[config.mk]
export PLATFORM = sky130hd
export DESIGN_NAME = newton_sqrt_approx
export DESIGN_NICKNAME = d
export VERILOG_FILES = /design/src/hdl/nsa_pkg.sv /design/src/hdl/newton_sqrt_approx.sv
export VERILOG_INCLUDE_DIRS = /design/src /design/src/hdl
export SDC_FILE = /design/constraint.sdc
export NUM_CORES = 1
export LEC_CHECK = 0
export ABC_AREA = 1
export BUFFER_PORTS_ARGS = -buffer_cell sky130_fd_sc_hd__buf_2
export CAP_MARGIN = 20
export CORE_MARGIN = 2
export CORE_UTILIZATION = 30
export DETAILED_ROUTE_END_ITERATION = 8
export GPL_ROUTABILITY_DRIVEN = 0
export MAX_ROUTING_LAYER = met4
export PLACE_DENSITY_LB_ADDON = 0.1
export SLEW_MARGIN = 20
export SYNTH_ARGS = -nofsm -noshare
export SYNTH_HDL_FRONTEND = slang
export SYNTH_SLANG_ARGS = --single-unit
export TNS_END_PERCENT = 100
[constraint.sdc]
create_clock -name clock -period 9.1 [get_ports clock]
set_input_delay 1.365 -clock clock [delete_from_list [all_inputs] [get_ports clock]]
set_output_delay 1.365 -clock clock [all_outputs]
set_load 0.02 [all_outputs]
[src/hdl/newton_sqrt_approx_macros.svh]
// ----------------------------------------------------------------------------
// newton_sqrt_approx_macros - assertion macros
// Shared concurrent assertion forms for the square-root block.
// ----------------------------------------------------------------------------
`ifndef NEWTON_SQRT_APPROX_MACROS_SVH
`define NEWTON_SQRT_APPROX_MACROS_SVH

// same-cycle implication, disabled while in reset
`define NSA_ASSERT_SAME(label, clk, rst, ante, cons) \
   label: assert property (@(posedge clk) disable iff (rst) (ante) |-> (cons)) \
      else $error("newton_sqrt_approx: same-cycle check failed");

// next-cycle implication, disabled while in reset
`define NSA_ASSERT_NEXT(label, clk, rst, ante, cons) \
   label: assert property (@(posedge clk) disable iff (rst) (ante) |=> (cons)) \
      else $error("newton_sqrt_approx: next-cycle check failed");

`endif

[src/hdl/nsa_pkg.sv]
// ----------------------------------------------------------------------------
// nsa_pkg
// Widths and constants for the Newton square-root approximator.
// ----------------------------------------------------------------------------
package nsa_pkg;

   localparam int FRAC_BITS     = 16;   // fraction bits of the estimate, 8..32
   localparam int RADICAND_BITS = 32;   // radicand bits used, 8..48

   localparam int RADICAND_W = 32;      // port widths
   localparam int ITER_W     = 6;
   localparam int ROOT_W     = 48;

   // guess register, numerator of N << 2F, and bit counter for the divider
   localparam int GUESS_W = RADICAND_BITS + FRAC_BITS;
   localparam int NUM_W   = RADICAND_BITS + 2 * FRAC_BITS;
   localparam int CNT_W   = $clog2(NUM_W);

endpackage

[src/hdl/newton_sqrt_approx.sv]
// ----------------------------------------------------------------------------
// newton_sqrt_approx
// Newton-Raphson square root with a bit-serial restoring divider.
// ----------------------------------------------------------------------------
// Use:
//   A request transfer happens at a rising edge with start high and busy low;
//   it carries req_radicand (only the low RADICAND_BITS bits count) and
//   req_iteration_count. busy stays high while the block iterates.
//   Each request yields one response: rsp_valid is high for exactly one cycle
//   with rsp_root_estimate (unsigned, FRAC_BITS fraction bits) and
//   rsp_zero_input. The receiver cannot stall; rsp_valid drops after that cycle,
//   while rsp_root_estimate and rsp_zero_input hold until the next response.
// Operation:
//   The guess starts at N/2. Each refinement step is one quotient bit per
//   cycle through the divider shift registers (NUM_W bits, 64 by default),
//   then the S_UPD state does the add and halving of the guess.
//   The block runs as many steps as the iteration count asks, fewer if a
//   guess comes to zero; a zero radicand or a zero count answers from idle.
//   Throughput is one request per response; a new request may be taken in
//   the cycle the previous response is shown.
// Reset:
//   Synchronous, active high: returns to idle and drops rsp_valid. Any
//   request under way is lost.
// ----------------------------------------------------------------------------
`include "newton_sqrt_approx_macros.svh"

module newton_sqrt_approx
   import nsa_pkg::*;
(
   input  logic                  clock,
   input  logic                  reset,
   input  logic                  start,
   output logic                  busy,
   input  logic [RADICAND_W-1:0] req_radicand,
   input  logic [ITER_W-1:0]     req_iteration_count,
   output logic                  rsp_valid,
   output logic [ROOT_W-1:0]     rsp_root_estimate,
   output logic                  rsp_zero_input
);

   typedef enum logic [1:0] {
      S_IDLE,
      S_DIV,
      S_UPD
   } state_type;

   state_type              state_ff, state_in;
   logic [RADICAND_BITS-1:0] n_ff, n_in;        // radicand, kept for each reload
   logic [ITER_W-1:0]      iter_ff, iter_in;    // steps still to do
   logic [GUESS_W-1:0]     x_ff, x_in;          // current guess = divisor
   logic [NUM_W-1:0]       num_ff, num_in;      // numerator, shifted out MSB first
   logic [NUM_W-1:0]       q_ff, q_in;          // quotient, shifted in LSB
   logic [GUESS_W-1:0]     rem_ff, rem_in;      // partial remainder, always < x
   logic [CNT_W-1:0]       cnt_ff, cnt_in;      // quotient bits left after the current one
   logic                   rsp_valid_ff, rsp_valid_in;
   logic [ROOT_W-1:0]      rsp_root_ff, rsp_root_in;
   logic                   rsp_zero_ff, rsp_zero_in;

   logic                     accept;
   logic [RADICAND_BITS-1:0] n_req;
   logic [GUESS_W-1:0]       x_init;
   logic [NUM_W-1:0]         num_init;
   logic [GUESS_W:0]         rem_shift;
   logic [GUESS_W:0]         rem_diff;
   logic                     q_bit;
   logic [NUM_W:0]           guess_sum;
   logic [GUESS_W-1:0]       x_next;

   assign accept    = start && (state_ff == S_IDLE);
   assign n_req     = RADICAND_BITS'(req_radicand);
   // (N << F) >> 1
   assign x_init    = {n_req, {FRAC_BITS{1'b0}}} >> 1;
   assign num_init  = {n_ff, {(2 * FRAC_BITS){1'b0}}};

   // restoring divider: one quotient bit a cycle
   assign rem_shift = {rem_ff, num_ff[NUM_W-1]};
   assign q_bit     = rem_shift >= {1'b0, x_ff};
   assign rem_diff  = rem_shift - {1'b0, x_ff};

   // (x + q) / 2; the guess never leaves GUESS_W bits
   assign guess_sum = (NUM_W + 1)'(q_ff) + (NUM_W + 1)'(x_ff);
   assign x_next    = guess_sum[GUESS_W:1];

   always_comb begin
      state_in     = state_ff;
      n_in         = n_ff;
      iter_in      = iter_ff;
      x_in         = x_ff;
      num_in       = num_ff;
      q_in         = q_ff;
      rem_in       = rem_ff;
      cnt_in       = cnt_ff;
      rsp_valid_in = 1'b0;
      rsp_root_in  = rsp_root_ff;
      rsp_zero_in  = rsp_zero_ff;

      unique case (state_ff)
         S_IDLE: begin
            if (accept) begin
               n_in    = n_req;
               iter_in = req_iteration_count;
               x_in    = x_init;
               if (n_req == '0) begin
                  // zero radicand: no division, flag it
                  rsp_valid_in = 1'b1;
                  rsp_root_in  = '0;
                  rsp_zero_in  = 1'b1;
               end else if (req_iteration_count == '0) begin
                  rsp_valid_in = 1'b1;
                  rsp_root_in  = ROOT_W'(x_init);
                  rsp_zero_in  = 1'b0;
               end else begin
                  num_in   = {n_req, {(2 * FRAC_BITS){1'b0}}};
                  rem_in   = '0;
                  cnt_in   = CNT_W'(NUM_W - 1);
                  state_in = S_DIV;
               end
            end
         end
         S_DIV: begin
            num_in = num_ff << 1;
            q_in   = {q_ff[NUM_W-2:0], q_bit};
            rem_in = q_bit ? rem_diff[GUESS_W-1:0] : rem_shift[GUESS_W-1:0];
            cnt_in = cnt_ff - CNT_W'(1);
            if (cnt_ff == '0) begin
               state_in = S_UPD;
            end
         end
         S_UPD: begin
            x_in    = x_next;
            iter_in = iter_ff - ITER_W'(1);
            // a zero guess would end the refinement with the guess kept
            if ((iter_ff == ITER_W'(1)) || (x_next == '0)) begin
               rsp_valid_in = 1'b1;
               rsp_root_in  = ROOT_W'(x_next);
               rsp_zero_in  = 1'b0;
               state_in     = S_IDLE;
            end else begin
               num_in   = num_init;
               rem_in   = '0;
               cnt_in   = CNT_W'(NUM_W - 1);
               state_in = S_DIV;
            end
         end
         default: begin
            state_in = S_IDLE;
         end
      endcase
   end

   always_ff @(posedge clock) begin
      if (reset) begin
         state_ff     <= S_IDLE;
         rsp_valid_ff <= 1'b0;
      end else begin
         state_ff     <= state_in;
         rsp_valid_ff <= rsp_valid_in;
      end
      n_ff        <= n_in;
      iter_ff     <= iter_in;
      x_ff        <= x_in;
      num_ff      <= num_in;
      q_ff        <= q_in;
      rem_ff      <= rem_in;
      cnt_ff      <= cnt_in;
      rsp_root_ff <= rsp_root_in;
      rsp_zero_ff <= rsp_zero_in;
   end

   assign busy              = (state_ff != S_IDLE);
   assign rsp_valid         = rsp_valid_ff;
   assign rsp_root_estimate = rsp_root_ff;
   assign rsp_zero_input    = rsp_zero_ff;

   // divisor is never zero while dividing, and the remainder stays below it
   `NSA_ASSERT_SAME(a_div_nonzero, clock, reset, state_ff == S_DIV, x_ff != '0)
   `NSA_ASSERT_SAME(a_rem_below, clock, reset, state_ff == S_DIV, rem_ff < x_ff)
   // zero radicand answers at once, flagged
   `NSA_ASSERT_NEXT(a_zero_fast, clock, reset, accept && (n_req == '0),
      rsp_valid && rsp_zero_input && (rsp_root_estimate == '0))
   // a response only follows a finishing step or an immediate answer
   `NSA_ASSERT_SAME(a_rsp_source, clock, reset, rsp_valid,
      $past(state_ff == S_UPD) || $past(accept))

endmodule
After elaboration in Yosys (flattened, before gate mapping)
Index checks and enable logic that the tools add are counted.
- add/subtract/negate cells: 4
- magnitude comparators: 1
- equal/unequal tests: 10
- mux-type cells: 41
- reduce and logical (&&, ||, !) cells: 15
- operator list (operator ; count):
    two-way mux 48 bit ; 10
    two-way mux 64 bit ; 4
    case mux 48 bit (2 select lines) ; 2
    case mux 64 bit (3 select lines) ; 1
    case mux 48 bit (3 select lines) ; 1
    adder 49 x 48 -> 49 bit ; 1
    greater-or-equal comparator 49 x 48 -> 1 bit ; 1
    logical NOT 48 bit ; 1
    subtractor 48 bit ; 1
    logical NOT 32 bit ; 1
    two-way mux 6 bit ; 5
    case mux 6 bit (3 select lines) ; 1
    logical NOT 6 bit ; 2
    != test 2 bit (second input constant) ; 6
    case mux 6 bit (2 select lines) ; 1
    subtractor 6 x 1 -> 6 bit (second input constant) ; 2
    two-way mux 1 bit ; 9
    two-way mux 2 bit ; 4
    AND reduction 4 bit ; 2
    == test 6 x 1 -> 1 bit (second input constant) ; 1
    case mux 2 bit (3 select lines) ; 1
    AND reduction 5 bit ; 1
    case mux 1 bit (2 select lines) ; 2
    AND reduction 2 bit ; 2
    8 further kinds ; 9
- bits in registers: 305
- bits of input ports: 41
- word-level logic and storage cells: 82

Depth between registers and ports, before layout
Gate-level depths: netlist of run 1.
- depth after elaboration: 5
- gate-level depth with buffers: 22
- mapped depth without buffers: 22

Least setup slack after synthesis of run 1
Ideal clock, no wire load.
- path kind: reg2reg
- start point: register x_ff[1]
- end point: register cnt_ff[0], enable pin
- library setup time: 0.454 ns
- data arrival time: 4.066 ns
- path slack: 4.579 ns
- cell stages (with the launch flop): 20
- path buffers: 0
- clock period less this slack: 4.521 ns
- cells stage by stage: edfxtp_1 fa_1 nand2_1 nand2_1 nand3_1 nand2_1 nand2_1 nand2_1 nand2_1 nand3_1 nand2_1 nand2_1 nand2_1 nor2_1 nand2_1 nor2_1 nand2_1 nand2_1 nand2_1 and3b_1
- cells in the longest elaborated chain, start to end: 5
- RTL lines (what ; line ; RTL):
    start, declared ; newton_sqrt_approx.sv:50 ; logic [GUESS_W-1:0] x_ff, x_in;
    start signal, assigned ; newton_sqrt_approx.sv:161 ; x_ff <= x_in;
    adder 49 x 48 -> 49 bit ; newton_sqrt_approx.sv:81 ; assign guess_sum = (NUM_W + 1)'(q_ff) + (NUM_W + 1)'(x_ff);
    logical NOT 48 bit ; newton_sqrt_approx.sv:133 ; if ((iter_ff == ITER_W'(1)) || (x_next == '0)) begin
    logical OR 1 bit ; newton_sqrt_approx.sv:133 ;
    != test 2 bit (no source line) ; -- ;
    AND reduction 5 bit (no source line) ; -- ;
    end signal, assigned ; newton_sqrt_approx.sv:165 ; cnt_ff <= cnt_in;
    end, declared ; newton_sqrt_approx.sv:54 ; logic [CNT_W-1:0] cnt_ff, cnt_in;
Every way passes these cells.
A chain may end at the register's enable or synchronous reset.

Final worst setup path of run 1
- start point: register x_ff[29]
- end point: register rem_ff[11], enable pin
- cells in the longest elaborated chain, start to end: 5
- RTL lines (what ; line ; RTL):
    adder 49 x 48 -> 49 bit ; newton_sqrt_approx.sv:81 ;
    logical NOT 48 bit ; newton_sqrt_approx.sv:133 ;
    logical OR 1 bit ; newton_sqrt_approx.sv:133 ;
    != test 2 bit (no source line) ; -- ;
    AND reduction 5 bit (no source line) ; -- ;
    end signal, assigned ; newton_sqrt_approx.sv:164 ; rem_ff <= rem_in;
    end, declared ; newton_sqrt_approx.sv:53 ; logic [GUESS_W-1:0] rem_ff, rem_in;
Every way passes these cells.

==> run_results.csv, run 1 <==
group,metric,value,unit
routing,avgViaCountPerCell,4.84,
routing,vias,15500,
place,dp_cells,3136,
synth,synthCells,2301,
worst_setup_path,crit_path_end_kind,"register",
worst_setup_path,reg2reg_depth,17,
power_and_ir_drop,peakVddDrop,0.000334,V
synth,async_flop_share,0,%
clocking,cts_buffers,37,
layout,utilization,34.5,%
timing,finalMaxSlewViolations,0,
clocking,clock-sinks,273,
timing,post-route-period-util,51.4,%
layout,area_growth,14.0,%
power_and_ir_drop,total_power,9.03,mW
worst_setup_path,reg2reg_from,"x_ff[29]",
layout,antennaDiodeCount,0,
clocking,tritoncts,"yes",
die,die_h,250,um
synth,synth.distinct_cells,50,
clocking,clock_latency,0.56,ns
clocking,holdBufCountCts,0,
routing,wl,59300,um
clocking,htree_levels,2,
die,die_x,250,um
routing,dr.pass1.iters,5,
clocking,postCtsResizedCells,0,
routing,first_iter_violations,967,
global_routing,antenna_found_initial,1,
timing,fmax,214,MHz
job,drv_cap,0,
global_routing,grt.total_usage,19.5,%
timing,max_slew_margin,32.7,%
synth,ys_seq_area_share,44.8,%
clocking,root_buffer,"clkbuf_16",
global_routing,overflow,0,
clocking,cts_setup_buffers,0,
synth,ys_ff_latch,273,
synth,ys.flop_type,"edfxtp_1",
worst_setup_path,r2r-end,"rem_ff[11]",
layout,drive_gt1_share,9.59,%
synth,synth_top_cell_by_area,"edfxtp_1",
layout,nets,2540,
synth,ys_top_cells_by_area,"edfxtp_1, nand2_1, inv_1",
timing,period_needed,4.68,ns
worst_setup_path,required,9.28,ns
timing,finalHoldViolations,0,
place,hpwl,46700,um
place,numPortBuffers,91,
worst_setup_path,r2r_slack,4.42,ns
power_and_ir_drop,powerDensity,435,nW/um^2
synth,synthesis.area,18200,sq um
timing,grt_setup_unrepaired,"false",
hold_path,hold_depth,0,
clocking,path_clk_slew,0.06,ns
timing,tns,0,ns
clocking,ctsLongestPathBuffers,3,
synth,syn_avg_cell_area,7.92,sq um
die,initial_core_util,30.2,%
synth,synth_warnings,0,
hold_path,min_to,"q_ff[3]",
global_routing,first_global_vias,15800,
worst_setup_path,worst_setup_path_start_kind,"register",
die,ioPinCount,92,
routing,antenna_left,0,
synth,netlist.area_leader.share,44.5,%
worst_setup_path,path_class,"reg2reg",
timing,skew,0.0103,ns
die,die_area,62700,sq um
place,dp_slack,4.37,ns
global_routing,grt_first_pass_wirelength,91400,um
timing,worst_pin_slew,1.01,ns
hold_path,worstHoldPathType,"reg2reg",
routing,drc,0,
power_and_ir_drop,power_leakage,9.16,nW
worst_setup_path,arrival,4.86,ns
timing,finalWorstSetupSlack,4.42,ns
layout,layoutNonFillerInstCount,3200,
synth,syn-num-nets,2448,
die,rows,90,
worst_setup_path,worstPathMaxFanout,56,
synth,synth_edf_count,270,
die,core-area,60200,sq um
outcome,outcome,"complete, no violations",
hold_path,hold_path.startpoint,"q_ff[2]",
global_routing,grt_start_max_net_pins,98,
routing,wl_per_cell,18.5,um
timing,setup_viol,0,
## layer usage
metal,up-vias,wire length (um),track usage (%)
met1,7327,27600,25.1
met2,274,28100,32.1
met5,-,0,-
met3,64,2290,2.80
met4,0,1340,5.06
li1,7827,-,-
## cells in the final DEF (no fill, tap or decap), types with 6 or more instances in the layout
cell type,n
clkbuf_1,9
a21oi_1,148
clkinv_1,8
o21ai_1,6
o21a_1,8
xor2_1,21
nand3_1,147
nand2_1,636
o21ai_0,163
inv_1,350
buf_2,91
nand2_2,18
edfxtp_1,270
nor2_2,26
inv_2,14
nand4_1,28
a31oi_1,17
xnor2_1,37
ha_1,101
nor2_1,163
buf_4,9
nor3_1,10
clkbuf_16,38
nor4_1,16
nand3b_1,18
## per-stage QoR
step                hold slack [ns]  instance area [sq um]
finish                        0.447                  20800
global route                  0.445                  20800
floorplan                     0.426                  18200
CTS                           0.442                  20800
global placement              0.439                  19500
detailed placement            0.439                  19500
## worst max-delay path, stage by stage (launching register included)
cell,delay (ns)
edfxtp_1,0.49
ha_1,0.51
nand2_2,0.15
nor2_2,0.19
nand2_1,0.15
nor3_2,0.31
nand3_1,0.30
nand4_1,0.18
nand2_1,0.11
nand2_1,0.07
nor2_1,0.05
nand2_1,0.09
nor2_1,0.08
nand2_1,0.09
nand2_1,0.07
nand2_1,0.09
and3b_4,0.56
buf_4,0.70
## cell type report
| cell class | count | area (sq um) |
|---|---|---|
| sequential | 273 | 8170 |
| multi-input combinational | 1613 | 8490 |
| clock inverter | 17 | 241 |
| tap | 782 | 978 |
| timing repair buffer | 100 | 523 |
| inverter | 368 | 1380 |
| fill | 6333 | 39500 |
| clock buffer | 47 | 985 |
## Yosys cell counts, types with 3 or more instances
master    number
a21o_1         5
nor3_1        10
a21oi_1      148
nor3_2         3
nand4_1       28
nand2_1      637
edfxtp_1     270
xor2_1        21
dfxtp_1        3
ha_1         104
nor2_4         3
nand3_1      147
xnor2_1       37
buf_2          7
o211ai_1       3
nor2_2        26
or2_2          3
nor2_1       163
o21a_1         8
o21bai_1       5
inv_2         12
a221oi_1       3
nand3_2        3
o21ai_0      163
o31ai_1        3
nand2_2       17
nand3b_1      18
inv_1        353
clkinv_1       3
a31oi_1       17
o21ai_1        6
clkbuf_1      35
nor4_1        16
## power breakdown
part | internal, mW | leakage [nW] | total (mW) | switching, mW
sequential | 2.07 | 2.65 | 2.32 | 0.250
combinational | 1.55 | 5.93 | 5.22 | 3.68
clock | 0.911 | 0.583 | 1.48 | 0.570
## kinds of logic after synthesis
kind of cell	after synthesis	share of synthesized area, %
flops	273	44.8
buf+inv	415	8.73
fa+ha+maj	106	7.36
simple gates	1077	25.3
xor+xnor	58	2.79
compound gates	372	11.0
## state kept, by name, summed over array words and instances, names as in the netlist
register	flops
rsp_zero_input	1
cnt_ff	6
rsp_root_estimate	48
rsp_valid	1
iter_ff	6
num_ff	32
q_ff	49
rem_ff	48
x_ff	48
state_ff	2
n_ff	32
## worst max-delay path by stage
stage / startpoint / to / slack [ns]
after global placement: x_ff[29] / rem_ff[10] / 4.38
after floorplan: x_ff[1] / cnt_ff[0] / 4.58
after CTS: x_ff[29] / rem_ff[11] / 4.38
final: x_ff[29] / rem_ff[11] / 4.42
after detailed placement: x_ff[29] / rem_ff[11] / 4.37
after global routing: x_ff[33] / rem_ff[11] / 4.16
(Power assumes the default switching activity.)
==> inputs of run 2 (changes only) <==
- clock period: 9.1 -> 4.7 ns (I/O delays scaled with it)
==> run 2 against run 1 <==
Compared with the run above: critical path depth is 4 higher; utilization grew 0.21 points; worst setup slack lost 3.7 ns; flip-flop and latch count is the same; worst hold slack got worse by 0.11 ns; wire length is 0.99% higher; register-to-register slack worse by 3.7 ns; first-iteration DRC count grew 6.0%; non-clock buffer count is 8 higher; largest cell class unchanged; highest routed layer unchanged.
==> run_results.csv, run 2 (synthesis results as in run 1) <==
group,metric,value,unit
die,rows,90,
place,dp_slack,0.689,ns
power_and_ir_drop,powerDensity,850,nW/um^2
global_routing,grt.total_usage,19.7,%
worst_setup_path,path_class,"reg2reg",
place,numPortBuffers,91,
die,ioPinCount,92,
worst_setup_path,r2r_slack,0.76,ns
timing,period_needed,3.94,ns
layout,final_cell_mix,"nand2_1, inv_1, edfxtp_1",
layout,layoutNonFillerInstCount,3208,
clocking,holdBufCountCts,0,
global_routing,grt_first_pass_wirelength,92200,um
die,die_x,250,um
clocking,clock-sinks,273,
global_routing,grt_start_max_net_pins,72,
routing,wl_per_cell,18.7,um
outcome,outcome,"complete, no violations",
worst_setup_path,worstPathMaxFanout,22,
timing,post-route-period-util,83.8,%
timing,finalWorstSetupSlack,0.762,ns
place,hpwl,47400,um
hold_path,worstHoldPathType,"in2reg",
die,initial_core_util,30.2,%
clocking,tritoncts,"yes",
routing,wl_met2,28000,um
worst_setup_path,required,5.01,ns
global_routing,overflow,0,
clocking,htree_levels,2,
die,die_area,62700,sq um
routing,dr.pass1.iters,5,
clocking,clock_latency,0.56,ns
routing,drc,0,
worst_setup_path,arrival,4.25,ns
power_and_ir_drop,peakVddDrop,0.000633,V
job,drv_cap,0,
timing,tns,0,ns
routing,antenna_left,0,
timing,finalHoldViolations,0,
timing,finalMaxSlewViolations,0,
routing,wl,59900,um
routing,avgViaCountPerCell,4.85,
timing,skew,0.0194,ns
layout,top_register,"q_ff",
layout,drive_gt1_share,10.0,%
timing,setup_viol,0,
die,core-area,60200,sq um
timing,grt_setup_unrepaired,"false",
worst_setup_path,worst_setup_path_start_kind,"register",
worst_setup_path,crit_path_end_kind,"register",
timing,fmax,254,MHz
die,die_h,250,um
clocking,cts_buffers,36,
layout,largest_reg_flops,49,
routing,vias,15600,
place,dp_cells,3144,
layout,antennaDiodeCount,0,
routing,routed.top_layer,"met4",
layout,nets,2547,
layout,area_growth,14.7,%
power_and_ir_drop,total_power,17.8,mW
global_routing,first_global_vias,15500,
layout,final_common_cell,"nand2_1",
layout,utilization,34.7,%
timing,max_slew_margin,31.2,%
clocking,cts_setup_buffers,0,
routing,routedLengthMet1,27900,um
power_and_ir_drop,power_leakage,9.23,nW
timing,worst_pin_slew,1.03,ns
clocking,path_clk_slew,0.06,ns
routing,first_iter_violations,1025,
routing,routed-wl-met3,2420,um
global_routing,antenna_found_initial,0,
clocking,ctsLongestPathBuffers,3,
clocking,postCtsResizedCells,0,
clocking,root_buffer,"clkbuf_16",
## run 2: cell types whose count changed in the layout (fill, tap and decap cells not counted), sizes merged
| cell | change |
|---|---|
| clkinvlp | -1 |
| clkinv | +4 |
| bufinv | +1 |
| clkbuf | -6 |
| buf | +8 |
| inv | +2 |
## run 2: metrics by stage
stage	hold WS [ns]	cell area (sq um)
detailed placement	0.447	19700
global route	0.319	20900
CTS	0.297	20900
floorplan	0.426	18200
finish	0.333	20900
global placement	0.441	19700
## run 2: critical path, cell delays in order, from the launching register on
cell and delay [ns]:
edfxtp_1 0.41, nand2_1 0.10, inv_1 0.10, fa_1 0.43, nand2_1 0.11, nand2_1 0.08, nand3_1 0.07, nand2_1 0.12
nand2_1 0.09, nand2_1 0.23, nand2_1 0.20, nand3b_1 0.09, nand2_1 0.16, nand2_1 0.07, nor2_1 0.14, nand2_1 0.11
nor3_2 0.24, nand2_1 0.16, nand2_1 0.08, nand2_1 0.08, and3b_4 0.36, buf_4 0.26
## run 2: path summary, 6_finish.rpt
path           start           to  cells after the start
max          x_ff[0]   num_ff[61]                     21
min            reset  state_ff[0]                      2
max reg2reg  x_ff[0]   num_ff[61]                     21
min reg2reg  q_ff[8]      q_ff[9]                      0
## run 2: cell type report
type	count	area (sq um)
fillers	6291	39400
multi-input cells	1613	8490
flip-flops and latches	273	8170
inverters	368	1380
well taps	782	978
clock buffers	41	920
repair buffers	108	658
clock inverters	23	300
## run 2: routing by layer
metal	track usage, %	vias up
li1	-	7825
met1	26.0	7322
met2	32.1	325
met3	1.93	86
met4	5.90	0
met5	-	-
## run 2: where the power goes
part | leakage (nW) | switching [mW] | internal, mW
Sequential | 2.65 | 0.447 | 4.00
Combinational | 5.99 | 7.31 | 3.11
Clock | 0.590 | 1.14 | 1.75
